<file path="config.mk">
export PLATFORM = sky130hd
export DESIGN_NAME = json_string_unescape_top
export DESIGN_NICKNAME = d
export VERILOG_FILES = /design/src/rtl/core/jsu_pkg.sv /design/src/rtl/core/jsu_front.sv /design/src/rtl/core/jsu_queue.sv /design/src/rtl/core/jsu_back.sv /design/src/rtl/core/json_string_unescape_top.sv
export SDC_FILE = /design/constraint.sdc
export NUM_CORES = 1
export LEC_CHECK = 0
export ABC_CLOCK_PERIOD_IN_PS = 10150
export BUFFER_PORTS_ARGS = -buffer_cell sky130_fd_sc_hd__buf_2
export CORE_UTILIZATION = 65
export DETAILED_ROUTE_END_ITERATION = 8
export PLACE_DENSITY = 0.88
export SYNTH_ARGS = -nofsm -noshare
export SYNTH_HDL_FRONTEND = slang
export SYNTH_HIERARCHICAL = 1
export SYNTH_SLANG_ARGS = --single-unit
</file>
<file path="constraint.sdc">
create_clock -name clk -period 10.15 [get_ports clk]
set_input_delay 1.015 -clock clk [delete_from_list [all_inputs] [get_ports clk]]
set_output_delay 1.015 -clock clk [all_outputs]
set_load 0.05 [all_outputs]
</file>
<file path="src/rtl/core/jsu_pkg.sv">
// shared types, constants and helpers for the json string unescaper
`timescale 1ns / 1ps

package jsu_pkg;

  localparam int QUEUE_DEPTH = 4;
  localparam int JOB_BYTES   = 5;
  localparam int HELD_DIGITS = 3;

  localparam logic [7:0] CH_BSL = 8'h5C;
  localparam logic [7:0] CH_U   = 8'h75;
  localparam logic [7:0] CH_T   = 8'h74;
  localparam logic [7:0] CH_N   = 8'h6E;
  localparam logic [7:0] CH_R   = 8'h72;
  localparam logic [7:0] CH_TAB = 8'h09;
  localparam logic [7:0] CH_LF  = 8'h0A;
  localparam logic [7:0] CH_CR  = 8'h0D;
  localparam logic [7:0] CH_NUL = 8'h00;

  typedef enum logic [5:0] {
    PH_TEXT = 6'b000001,
    PH_ESC  = 6'b000010,
    PH_U0   = 6'b000100,
    PH_U1   = 6'b001000,
    PH_U2   = 6'b010000,
    PH_U3   = 6'b100000
  } phase_t;

  // one queued job: the result bytes that one input item causes
  typedef struct packed {
    logic [JOB_BYTES-1:0][7:0] bytes;
    logic [2:0]                count;
    logic                      empty;
    logic                      fin;
  } job_t;

  // value of a hex digit, bit 4 set when the byte is no hex digit
  function automatic logic [4:0] hex_of(input logic [7:0] c);
    logic [4:0] h;
    h = 5'h10;
    if (c >= 8'h30 && c <= 8'h39) begin
      h = {1'b0, c[3:0]};
    end else if ((c >= 8'h61 && c <= 8'h66) || (c >= 8'h41 && c <= 8'h46)) begin
      h = {1'b0, c[3:0] + 4'd9};
    end
    return h;
  endfunction

endpackage

</file>
<file path="src/rtl/core/jsu_front.sv">
// front end: escape state machine that turns each input item into a job
`timescale 1ns / 1ps

module jsu_front (
  input  logic             clk,
  input  logic             rst,
  input  logic             s_tvalid,
  output logic             s_tready,
  input  logic [7:0]       s_tdata,   // in_byte
  input  logic             s_tlast,   // in_last
  input  logic             q_full,
  output logic             q_push,
  output jsu_pkg::job_t    q_job
);

  jsu_pkg::phase_t phase, phase_next;
  logic [15:0]     code_value, code_next;
  logic            raw_pass, raw_next;
  logic [7:0]      held_digits [jsu_pkg::HELD_DIGITS];
  logic            held_we;
  logic [1:0]      k;
  logic [4:0]      hex;
  logic [15:0]     code_shift;
  logic            accept;
  logic [7:0]      b;
  jsu_pkg::job_t   job;

  assign s_tready   = !q_full;
  assign accept     = s_tvalid && s_tready;
  assign b          = s_tdata;
  assign hex        = jsu_pkg::hex_of(b);
  assign code_shift = {code_value[11:0], hex[3:0]};

  always_comb begin
    case (phase)
      jsu_pkg::PH_U1: k = 2'd1;
      jsu_pkg::PH_U2: k = 2'd2;
      jsu_pkg::PH_U3: k = 2'd3;
      default:        k = 2'd0;
    endcase
  end

  always_comb begin
    phase_next = phase;
    code_next  = code_value;
    raw_next   = raw_pass;
    held_we    = 1'b0;
    job        = '0;
    if (raw_pass) begin
      job.bytes[0] = b;
      job.count    = 3'd1;
    end else begin
      case (phase)
        jsu_pkg::PH_ESC: begin
          phase_next = jsu_pkg::PH_TEXT;
          job.count  = 3'd1;
          if (b == jsu_pkg::CH_U) begin
            job.bytes[0] = jsu_pkg::CH_U;
            if (!s_tlast) begin
              job.count  = 3'd0;
              phase_next = jsu_pkg::PH_U0;
              code_next  = '0;
            end
          end else if (b == jsu_pkg::CH_T) begin
            job.bytes[0] = jsu_pkg::CH_TAB;
          end else if (b == jsu_pkg::CH_N) begin
            job.bytes[0] = jsu_pkg::CH_LF;
          end else if (b == jsu_pkg::CH_R) begin
            job.bytes[0] = jsu_pkg::CH_CR;
          end else begin
            job.bytes[0] = b;
          end
        end
        jsu_pkg::PH_U0, jsu_pkg::PH_U1, jsu_pkg::PH_U2, jsu_pkg::PH_U3: begin
          if (!hex[4] && phase == jsu_pkg::PH_U3) begin
            phase_next = jsu_pkg::PH_TEXT;
            code_next  = '0;
            if (code_shift[15:7] == '0) begin
              job.bytes[0] = code_shift[7:0];
              job.count    = 3'd1;
            end else if (code_shift[15:11] == '0) begin
              job.bytes[0] = {3'b110, code_shift[10:6]};
              job.bytes[1] = {2'b10, code_shift[5:0]};
              job.count    = 3'd2;
            end else begin
              job.bytes[0] = {4'b1110, code_shift[15:12]};
              job.bytes[1] = {2'b10, code_shift[11:6]};
              job.bytes[2] = {2'b10, code_shift[5:0]};
              job.count    = 3'd3;
            end
          end else if (!hex[4] && !s_tlast) begin
            code_next  = code_shift;
            held_we    = 1'b1;
            phase_next = jsu_pkg::phase_t'({phase[4:0], 1'b0});
          end else begin
            // raw pass-through of the u, the digits held and this byte
            job.bytes[0] = jsu_pkg::CH_U;
            for (int i = 0; i < jsu_pkg::HELD_DIGITS; i++) begin
              job.bytes[i+1] = (i < int'(k)) ? held_digits[i] : b;
            end
            job.bytes[jsu_pkg::JOB_BYTES-1] = b;
            job.count = 3'(k) + 3'd2;
            if (hex[4]) begin
              raw_next   = 1'b1;
              phase_next = jsu_pkg::PH_TEXT;
              code_next  = '0;
            end
          end
        end
        default: begin
          phase_next = jsu_pkg::PH_TEXT;
          if (b == jsu_pkg::CH_BSL) begin
            if (!s_tlast) begin
              phase_next = jsu_pkg::PH_ESC;
            end
          end else begin
            job.bytes[0] = b;
            job.count    = 3'd1;
          end
        end
      endcase
    end
    if (s_tlast) begin
      phase_next = jsu_pkg::PH_TEXT;
      code_next  = '0;
      raw_next   = 1'b0;
      job.fin    = 1'b1;
      if (job.count == 3'd0) begin
        job.bytes[0] = jsu_pkg::CH_NUL;
        job.count    = 3'd1;
        job.empty    = 1'b1;
      end
    end
  end

  assign q_job  = job;
  assign q_push = accept && (job.count != 3'd0);

  always_ff @(posedge clk) begin
    if (rst) begin
      phase      <= jsu_pkg::PH_TEXT;
      code_value <= '0;
      raw_pass   <= 1'b0;
    end else if (accept) begin
      phase      <= phase_next;
      code_value <= code_next;
      raw_pass   <= raw_next;
    end
  end

  always_ff @(posedge clk) begin
    if (accept && held_we) begin
      held_digits[k] <= b;
    end
  end

endmodule

</file>
<file path="src/rtl/core/jsu_queue.sv">
// short job queue between the front end and the back end
`timescale 1ns / 1ps

module jsu_queue #(
  parameter int DEPTH = jsu_pkg::QUEUE_DEPTH
) (
  input  logic          clk,
  input  logic          rst,
  input  logic          push,
  input  jsu_pkg::job_t push_job,
  output logic          full,
  input  logic          pop,
  output logic          head_valid,
  output jsu_pkg::job_t head_job
);

  localparam int PW = (DEPTH > 1) ? $clog2(DEPTH) : 1;
  localparam int CW = $clog2(DEPTH + 1);

  jsu_pkg::job_t slots [DEPTH];
  logic [PW-1:0] wr_ptr, rd_ptr;
  logic [CW-1:0] fill;

  assign full       = (fill == CW'(DEPTH));
  assign head_valid = (fill != '0);
  assign head_job   = slots[rd_ptr];

  always_ff @(posedge clk) begin
    if (rst) begin
      wr_ptr <= '0;
      rd_ptr <= '0;
      fill   <= '0;
    end else begin
      if (push) begin
        wr_ptr <= (wr_ptr == PW'(DEPTH - 1)) ? '0 : wr_ptr + 1'b1;
      end
      if (pop) begin
        rd_ptr <= (rd_ptr == PW'(DEPTH - 1)) ? '0 : rd_ptr + 1'b1;
      end
      if (push && !pop) begin
        fill <= fill + 1'b1;
      end else if (pop && !push) begin
        fill <= fill - 1'b1;
      end
    end
  end

  always_ff @(posedge clk) begin
    if (push) begin
      slots[wr_ptr] <= push_job;
    end
  end

endmodule

</file>
<file path="src/rtl/core/jsu_back.sv">
// back end: sends each job's bytes one item a cycle while m_tready is high, via an output register
`timescale 1ns / 1ps

module jsu_back (
  input  logic          clk,
  input  logic          rst,
  input  logic          head_valid,
  input  jsu_pkg::job_t head_job,
  output logic          pop,
  output logic          m_tvalid,
  input  logic          m_tready,
  output logic [7:0]    m_tdata,   // out_byte
  output logic [1:0]    m_tuser,   // byte_valid, run_last
  output logic          m_tlast    // string_end
);

  logic [2:0] idx;
  logic       load;
  logic       last_of;
  logic [7:0] sel_byte;

  assign load    = head_valid && (!m_tvalid || m_tready);
  assign last_of = (idx == head_job.count - 3'd1);
  assign pop     = load && last_of;

  always_comb begin
    case (idx)
      3'd0:    sel_byte = head_job.bytes[0];
      3'd1:    sel_byte = head_job.bytes[1];
      3'd2:    sel_byte = head_job.bytes[2];
      3'd3:    sel_byte = head_job.bytes[3];
      3'd4:    sel_byte = head_job.bytes[4];
      default: sel_byte = jsu_pkg::CH_NUL;
    endcase
  end

  always_ff @(posedge clk) begin
    if (rst) begin
      m_tvalid <= 1'b0;
      idx      <= '0;
    end else begin
      if (load) begin
        m_tvalid <= 1'b1;
        idx      <= last_of ? 3'd0 : idx + 3'd1;
      end else if (m_tready) begin
        m_tvalid <= 1'b0;
      end
    end
  end

  always_ff @(posedge clk) begin
    if (load) begin
      m_tdata <= sel_byte;
      m_tuser <= {last_of, !head_job.empty};
      m_tlast <= last_of && head_job.fin;
    end
  end

endmodule

</file>
<file path="src/rtl/core/json_string_unescape_top.sv">
// top level of the streaming json string unescaper
`timescale 1ns / 1ps

// Input stream: one raw byte of the escaped string body per item on s_tdata,
// s_tlast high on the final byte of the string.
// Output stream: one decoded byte per item on m_tdata; m_tuser[0] is low only
// for the empty end marker, m_tuser[1] marks the last item caused by one input
// byte, m_tlast marks the final item of the string.
// An input byte yields zero to five output items; a \u escape gives one to
// three UTF-8 bytes once its fourth hex digit arrives.
// The first output item of an input byte is written into the queue slot and
// then into the output register, also with an empty queue and free register.
// Throughput: one input byte per cycle while each yields at most one item and
// m_tready stays high; the output register sends one item per cycle while
// m_tready is high, so a byte that yields n items holds the output side until
// they are sent, and a queue of QUEUE_DEPTH jobs lets the input side go on.
// When the receiver stalls, the output item holds, the queue fills and then
// s_tready drops. Reset clears the escape state, empties the queue and drops
// m_tvalid; the block takes input from the first cycle after reset.

module json_string_unescape_top #(
  parameter int QUEUE_DEPTH = jsu_pkg::QUEUE_DEPTH
) (
  input  logic       clk,
  input  logic       rst,
  input  logic       s_tvalid,
  output logic       s_tready,
  input  logic [7:0] s_tdata,   // in_byte
  input  logic       s_tlast,   // in_last
  output logic       m_tvalid,
  input  logic       m_tready,
  output logic [7:0] m_tdata,   // out_byte
  output logic [1:0] m_tuser,   // byte_valid, run_last
  output logic       m_tlast    // string_end
);

  logic          q_full, q_push, q_pop, q_valid;
  jsu_pkg::job_t q_job, head_job;

  jsu_front u_front (
    .clk      (clk),
    .rst      (rst),
    .s_tvalid (s_tvalid),
    .s_tready (s_tready),
    .s_tdata  (s_tdata),
    .s_tlast  (s_tlast),
    .q_full   (q_full),
    .q_push   (q_push),
    .q_job    (q_job)
  );

  jsu_queue #(
    .DEPTH (QUEUE_DEPTH)
  ) u_queue (
    .clk        (clk),
    .rst        (rst),
    .push       (q_push),
    .push_job   (q_job),
    .full       (q_full),
    .pop        (q_pop),
    .head_valid (q_valid),
    .head_job   (head_job)
  );

  jsu_back u_back (
    .clk        (clk),
    .rst        (rst),
    .head_valid (q_valid),
    .head_job   (head_job),
    .pop        (q_pop),
    .m_tvalid   (m_tvalid),
    .m_tready   (m_tready),
    .m_tdata    (m_tdata),
    .m_tuser    (m_tuser),
    .m_tlast    (m_tlast)
  );

  a_end_is_run_end: assert property (@(posedge clk) disable iff (rst)
    m_tvalid && m_tlast |-> m_tuser[1])
    else $error("string end without run end");

  a_marker_at_end: assert property (@(posedge clk) disable iff (rst)
    m_tvalid && !m_tuser[0] |-> m_tlast && m_tdata == jsu_pkg::CH_NUL)
    else $error("empty marker away from string end");

  a_no_overflow: assert property (@(posedge clk) disable iff (rst)
    q_push |-> !q_full)
    else $error("job queue overflow");

  a_idle_after_reset: assert property (@(posedge clk)
    rst |=> !m_tvalid)
    else $error("output valid right after reset");

endmodule

</file>
==> results.ini, run 1 <==
[cts]
cts_buffer_depth=3
clock-sinks=247
path_clk_slew_ps=60
tritoncts=done
htree_levels=1
hold_buffers=0
post_cts_buffers=0
clkLatencyLatePin_ps=510
cts_inserted_buffers=23
cts-root-buf=clkbuf_16
ctsResizeCount=0

[setup_path]
regToRegEndpoint=u_queue/fill[2]$_SDFFE_PP0P_
startpoint_type=primary input
cp_max_fo=45
worstSetupPathType=primary input to register
cp-end-kind=register
cp_data_required_time_ps=10270
arrival_ps=4810
r2r_setup_slack_ps=5900
rr_worst_depth=14

[synthesis]
ys_top_cells_by_area=edfxtp_1, mux4_2, dfxtp_1
synthAdderAreaFrac=0.01977
synth_edf_count=215
synth_nets=782
synth-compound-area-share=0.09816
synth.most_common_cell=edfxtp_1
synth_area_sq_um=11140
synth_xor_area_frac=0.009322
synthSimpleGateAreaFrac=0.09041
synth_cells=752
synth_flop_cell=edfxtp_1
ys_seq_area_frac=0.6370
syn_area_per_cell_sq_um=14.81
ys.warnings.count=6
yosysTopAreaCell=edfxtp_1
ys_types=81
ys_ff_latch=247
synth_mux_area_frac=0.1134
synth_top_family_by_area=multiplexers
async_flop_share=0
yosys.area.top_type_share=0.5795
synth_commonest_cells=edfxtp_1, nor2_1, nand2_1

[hold_path]
worstHoldEndpoint=u_queue/fill[2]$_SDFFE_PP0P_
hold_path.class=register to register
worstHoldStart=u_queue/fill[2]$_SDFFE_PP0P_
holdPathStages=2

[detailed_routing]
drc=0
drt-initial-drc-count=1064
detail-route-antenna-nets=0
wl_um=29680
wl_per_cell_um=29.80
drt_pass1_iterations=5
vias=7192
vias_per_cell=7.221

[floorplan]
dieArea_sq_um=17670
core_sq_um=16640
die_w_um=132.9
rows=47
ioPinCount=26
start_util=0.6694
die_h_um=132.9

[sta]
worst_clock_skew_ps=13.23
setup_slack_ps=5460
slew-limit-headroom=0.1431
tns_ps=0
hold_viol=0
finalMaxSlewViolations=0
worst_pin_slew_ps=1285
finalCriticalPeriod_ps=4690
fmax_ghz=0.2132
fin_crit_sh=0.4621
setup_viol=0
rsz0062_at_grt=no

[place]
finalWeightedCongestion=1.013
dpl_worst_slack_ps=5065
io_buffer_count=25
hpwl_um=18660

[pwr]
switching_share=0.2923
p_int_w=0.001981
p_total_w=0.002799
p_per_area_nw_per_um2=231.9
power_switching_w=0.0008183
p_seq_frac=0.459
p_leak_nw=4.125
pwr-share-comb=0.225
p_clk_frac=0.315
peakVddDrop_v=0.0001513

[run]
maxCapViolations=0

[global_routing]
grt_overflow_total=0
grt_pass1_wl_um=44550
grt_usage=0.3475
grt_max_degree=46
antenna_found_initial=0
grt_pass1_vias=7116

[cells_and_area]
area_growth_pct=8.334
antennaDiodeCount=0
drive_gt1_frac=0.1688
nets=789

[status]
status=finished, final reports clean

## kinds of logic (layout without fill, tap and decap cells)
| family | count (synthesis) | after routing |
|---|---|---|
| mux | 67 | 67 |
| xor+xnor | 10 | 10 |
| flops | 247 | 247 |
| simple gates | 188 | 188 |
| fa+ha+maj | 17 | 17 |
| compound gates | 156 | 156 |
| buf+inv | 67 | 91 |
## stage by stage
stage | instances | util | hold slack (ps) | cell area, sq um
2_1_floorplan | 752 | - | 455.3 | 11140
3_3_place_gp | 954 | 0.6789 | 482.8 | 11300
3_5_place_dp | 954 | 0.6789 | 519.8 | 11300
4_1_cts | 996 | 0.7252 | 504.9 | 12070
5_1_grt | 996 | 0.7252 | 550.2 | 12070
6_report | 996 | 0.7252 | 510.1 | 12070
## placed cells by master, fill, tap and decap left out, drive strengths merged, types with 9 or more instances in the layout
cell type    n
mux2         9
and3        12
nor4        10
clkinv      10
dfxtp       32
nor3        13
mux2i       13
and2        15
inv         21
a21oi       33
clkbuf      26
nand2       45
nor2        49
o21ai       36
ha          16
a22oi       16
edfxtp     215
buf         29
mux4        45
## state kept, by name, summed over array words and instances (netlist names), named ones only
register             cells
u_queue/slots          180
u_front/held_digits     24
u_front/code_value      12
u_back/m_tdata           8
u_front/phase            6
u_back/idx               3
u_queue/fill             3
u_back/m_tuser           2
u_queue/rd_ptr           2
u_queue/wr_ptr           2
u_back/m_tlast           1
u_back/m_tvalid          1
u_front/raw_pass         1
## cell type report
cell class	count	area [sq um]
flip-flops and latches	247	7099
inverters	20	75.07
repair buffers	29	155.1
multi-input cells	438	3694
fillers	1009	4573
well taps	220	275.3
clock inverters	16	183.9
clock buffers	26	586.8
## how the worst max path moves through the flow
stage,start,endpoint,cells past startpoint
global route,s_tdata[0],u_queue/slots[1][29]$_DFFE_PP_,9
finish,s_tdata[0],u_queue/slots[3][40]$_DFFE_PP_,9
floorplan,s_tdata[0],u_queue/slots[0][0]$_DFFE_PP_,9
CTS,s_tdata[0],u_queue/slots[1][11]$_DFFE_PP_,9
global placement,s_tdata[0],u_queue/slots[1][32]$_DFFE_PP_,9
detailed placement,s_tdata[0],u_queue/slots[2][34]$_DFFE_PP_,9
## routing by layer
layer,part of all wire,vias to the layer above,global-route usage
li1,-,2997,-
met4,0.041,0,0.1507
met3,0.085,82,0.06092
met2,0.51,511,0.5838
met1,0.37,3602,0.4479
met5,0,-,0
## critical path, stage by stage
cell and delay (ps):
buf_2 220, inv_1 160, ha_1 290, nor3b_1 200, or4_1 670, a211oi_1 310, nor4_1 140, a31oi_1 640
and2_2 1150
## power groups by stage
stage          Sequential [W]  Clock (W)  Combinational, W
2_1_floorplan         0.00136          0          0.000413
3_3_place_gp          0.00128          0          0.000587
3_5_place_dp          0.00130          0          0.000613
4_1_cts               0.00129   0.000890          0.000632
5_1_grt               0.00129   0.000922          0.000662
6_report              0.00129   0.000882          0.000631
(Power assumes the default switching activity.)
==> inputs of run 2 (changes only) <==
--- a/config.mk
+++ b/config.mk
@@ -5,11 +5,11 @@
 export SDC_FILE = /design/constraint.sdc
 export NUM_CORES = 1
 export LEC_CHECK = 0
-export ABC_CLOCK_PERIOD_IN_PS = 10150
+export ABC_CLOCK_PERIOD_IN_PS = 4650
 export BUFFER_PORTS_ARGS = -buffer_cell sky130_fd_sc_hd__buf_2
-export CORE_UTILIZATION = 65
+export CORE_UTILIZATION = 62
 export DETAILED_ROUTE_END_ITERATION = 8
-export PLACE_DENSITY = 0.88
+export PLACE_DENSITY = 0.85
 export SYNTH_ARGS = -nofsm -noshare
 export SYNTH_HDL_FRONTEND = slang
 export SYNTH_HIERARCHICAL = 1
==> constraint.sdc (replaced) <==
create_clock -name clk -period 4.65 [get_ports clk]
set_input_delay 0.465 -clock clk [delete_from_list [all_inputs] [get_ports clk]]
set_output_delay 0.465 -clock clk [all_outputs]
set_load 0.05 [all_outputs]
==> run 2 against run 1 <==
Compared with the run above:
- global-route usage shrank 3.6 points
- first-iteration DRC count shrank 0.47%
- cell area grew 1.4%
- hold slack lost 220 ps
- utilization shrank 2.3 points
- non-clock buffer count grew 10
- critical path depth grew 3
- register-to-register slack lost 5000 ps
- die area grew 4.8%
- critical path type is now register to register
==> results.ini, run 2 (synthesis gave the netlist of run 1 again) <==
[setup_path]
cp_data_required_time_ps=5090  ; was 10270 ps
slowest_stage=nor4_2  ; was and2_2
worstSetupPathType=register to register  ; was primary input to register
slowest_delay_ps=490  ; was 1150 ps
worst-path-buf-inv=2  ; unchanged
path_cells=nor4_2 > nand2_1 > o211ai_1 > o211ai_1 > a31oi_1 > buf_4 > ha_1 > inv_1 > fa_1 > xor2_1 > or3_1 > a21oi_1  ; was buf_2 > inv_1 > ha_1 > nor3b_1 > or4_1 > a211oi_1 > nor4_1 > a31oi_1 > and2_2
cp-end-kind=register  ; unchanged
cp_max_fo=12  ; was 45
startpoint_type=register  ; was primary input
critPathTopFamily=simple AND/OR/NAND/NOR gates  ; unchanged
crit_top_cell=o211ai_1
arrival_ps=4170  ; was 4810 ps

[sta]
slew-limit-headroom=0.3247  ; was 0.1431
fmax_ghz=0.2683
setup_slack_ps=923.4  ; was 5460 ps
rsz0062_at_grt=no  ; unchanged
worst_clock_skew_ps=19.07  ; was 13.23 ps
worst_pin_slew_ps=1006  ; was 1285 ps
finalMaxSlewViolations=0  ; unchanged
hold_viol=0  ; unchanged
setup_viol=0  ; unchanged
tns_ps=0  ; unchanged
finalCriticalPeriod_ps=3727
fin_crit_sh=0.8014

[pwr]
p_clk_frac=0.322  ; was 0.315
peakVddDrop_v=0.0004235  ; was 0.0001513 V
p_leak_nw=4.201  ; was 4.125 nW
pwr-share-comb=0.224  ; was 0.225
power_switching_w=0.001778  ; was 0.0008183 W
switching_share=0.2899  ; was 0.2923
p_per_area_nw_per_um2=501.3  ; was 231.9 nW/um^2
p_seq_frac=0.454  ; was 0.459
p_int_w=0.004355  ; was 0.001981 W

[cells_and_area]
antennaDiodeCount=0  ; unchanged
drive_gt1_frac=0.1815  ; was 0.1688
area_growth_pct=9.816  ; was 8.334%
top_regs=u_queue/slots (180), u_front/held_digits (24), u_front/code_value (12)  ; unchanged
largest_reg_flops=180  ; unchanged
final_cell_mix=edfxtp_1, nor2_1, nand2_1  ; unchanged
regMostFlops=u_queue/slots  ; unchanged
n_fill_cell=1116  ; was 1009
nets=800  ; was 789
mostFrequentLayoutCell=edfxtp_1  ; unchanged

[cts]
htree_levels=1  ; unchanged
cts_buffer_depth=3  ; unchanged
clock-sinks=247  ; unchanged
cts_inserted_buffers=24  ; was 23
path_clk_slew_ps=70  ; was 60 ps
tritoncts=done  ; unchanged
hold_buffers=0  ; unchanged
cts-root-buf=clkbuf_16  ; unchanged
ctsResizeCount=0  ; unchanged
post_cts_buffers=0  ; unchanged
clkLatencyLatePin_ps=530  ; was 510 ps

[detailed_routing]
drt_pass1_iterations=6  ; was 5
vias_per_cell=7.017  ; was 7.221
drt-initial-drc-count=1059  ; was 1064
vias=7108  ; was 7192
wl_per_cell_um=27.46  ; was 29.80 um
detail-route-antenna-nets=0  ; unchanged
wl_um=27810  ; was 29680 um
drc=0  ; unchanged

[run]
maxCapViolations=0  ; unchanged

[global_routing]
grt_pass1_wl_um=41890  ; was 44550 um
grt_max_degree=46  ; unchanged
antenna_found_initial=0  ; unchanged
grt_overflow_total=0  ; unchanged
grt_pass1_vias=6956  ; was 7116
grt_usage=0.3114  ; was 0.3475

[floorplan]
die_w_um=136.0  ; was 132.9 um
ioPinCount=26  ; unchanged
dieArea_sq_um=18510  ; was 17670 sq um
core_sq_um=17420  ; was 16640 sq um
die_h_um=136.0  ; was 132.9 um
start_util=0.6397  ; was 0.6694
rows=48  ; was 47

[hold_path]
hold_path.class=primary input to register  ; was register to register

[place]
io_buffer_count=25  ; unchanged
finalWeightedCongestion=0.9701  ; was 1.013
dpl_worst_slack_ps=503.4  ; was 5065 ps
hpwl_um=17880  ; was 18660 um

[status]
status=finished, final reports clean  ; unchanged

-- run 2: path summary, 6_finish.rpt --
check             cells past startpoint                             endpoint                          start  slack (ps)
setup / recovery                     12         u_queue/fill[2]$_SDFFE_PP0P_  u_front/phase[2]$_SDFFE_PP0P_         920
hold / removal                        1  u_front/held_digits[1][1]$_DFFE_PP_                     s_tdata[1]         290
setup reg to reg                     12         u_queue/fill[2]$_SDFFE_PP0P_  u_front/phase[2]$_SDFFE_PP0P_         920
hold reg to reg                       2         u_queue/fill[2]$_SDFFE_PP0P_   u_queue/fill[2]$_SDFFE_PP0P_         520
-- run 2: power by group through the flow --
stage	Sequential [W]	Clock, W	Combinational, W
finish	0.00278	0.00197	0.00138
global route	0.00280	0.00206	0.00145
CTS	0.00278	0.00198	0.00138
detailed placement	0.00282	0	0.00136
global placement	0.00279	0	0.00131
floorplan	0.00298	0	0.000901
-- run 2: layer usage --
layer / part of all wire / global-route usage / vias to the layer above
li1: - / - / 3014
met1: 0.38 / 0.4125 / 3582
met2: 0.49 / 0.5152 / 446
met3: 0.091 / 0.05928 / 66
met4: 0.031 / 0.1117 / 0
met5: 0 / 0 / -
-- run 2: final cells by class --
| class | instances | area [sq um] | share of cell area |
|---|---|---|---|
| Tap cell | 225 | 281.5 | 0.02301 |
| Inverter | 20 | 75.07 | 0.006136 |
| Multi-Input combinational cell | 438 | 3694 | 0.3019 |
| Sequential cell | 247 | 7099 | 0.5803 |
| Clock buffer | 35 | 735.7 | 0.06014 |
| Timing Repair Buffer | 39 | 280.3 | 0.02291 |
| Clock inverter | 9 | 68.82 | 0.005625 |
-- run 2: metrics by stage --
stage               hold slack (ps)  total power [W]  area, sq um  utilization  std cells
finish                        287.9         0.006133        12230       0.7024       1013
global route                  307.3         0.006307        12230       0.7024       1013
CTS                           276.1         0.006148        12230       0.7024       1013
detailed placement            505.7         0.004180        11430       0.6563        969
global placement              481.9         0.004102        11430       0.6563        969
floorplan                     455.3         0.003878        11140            -        752
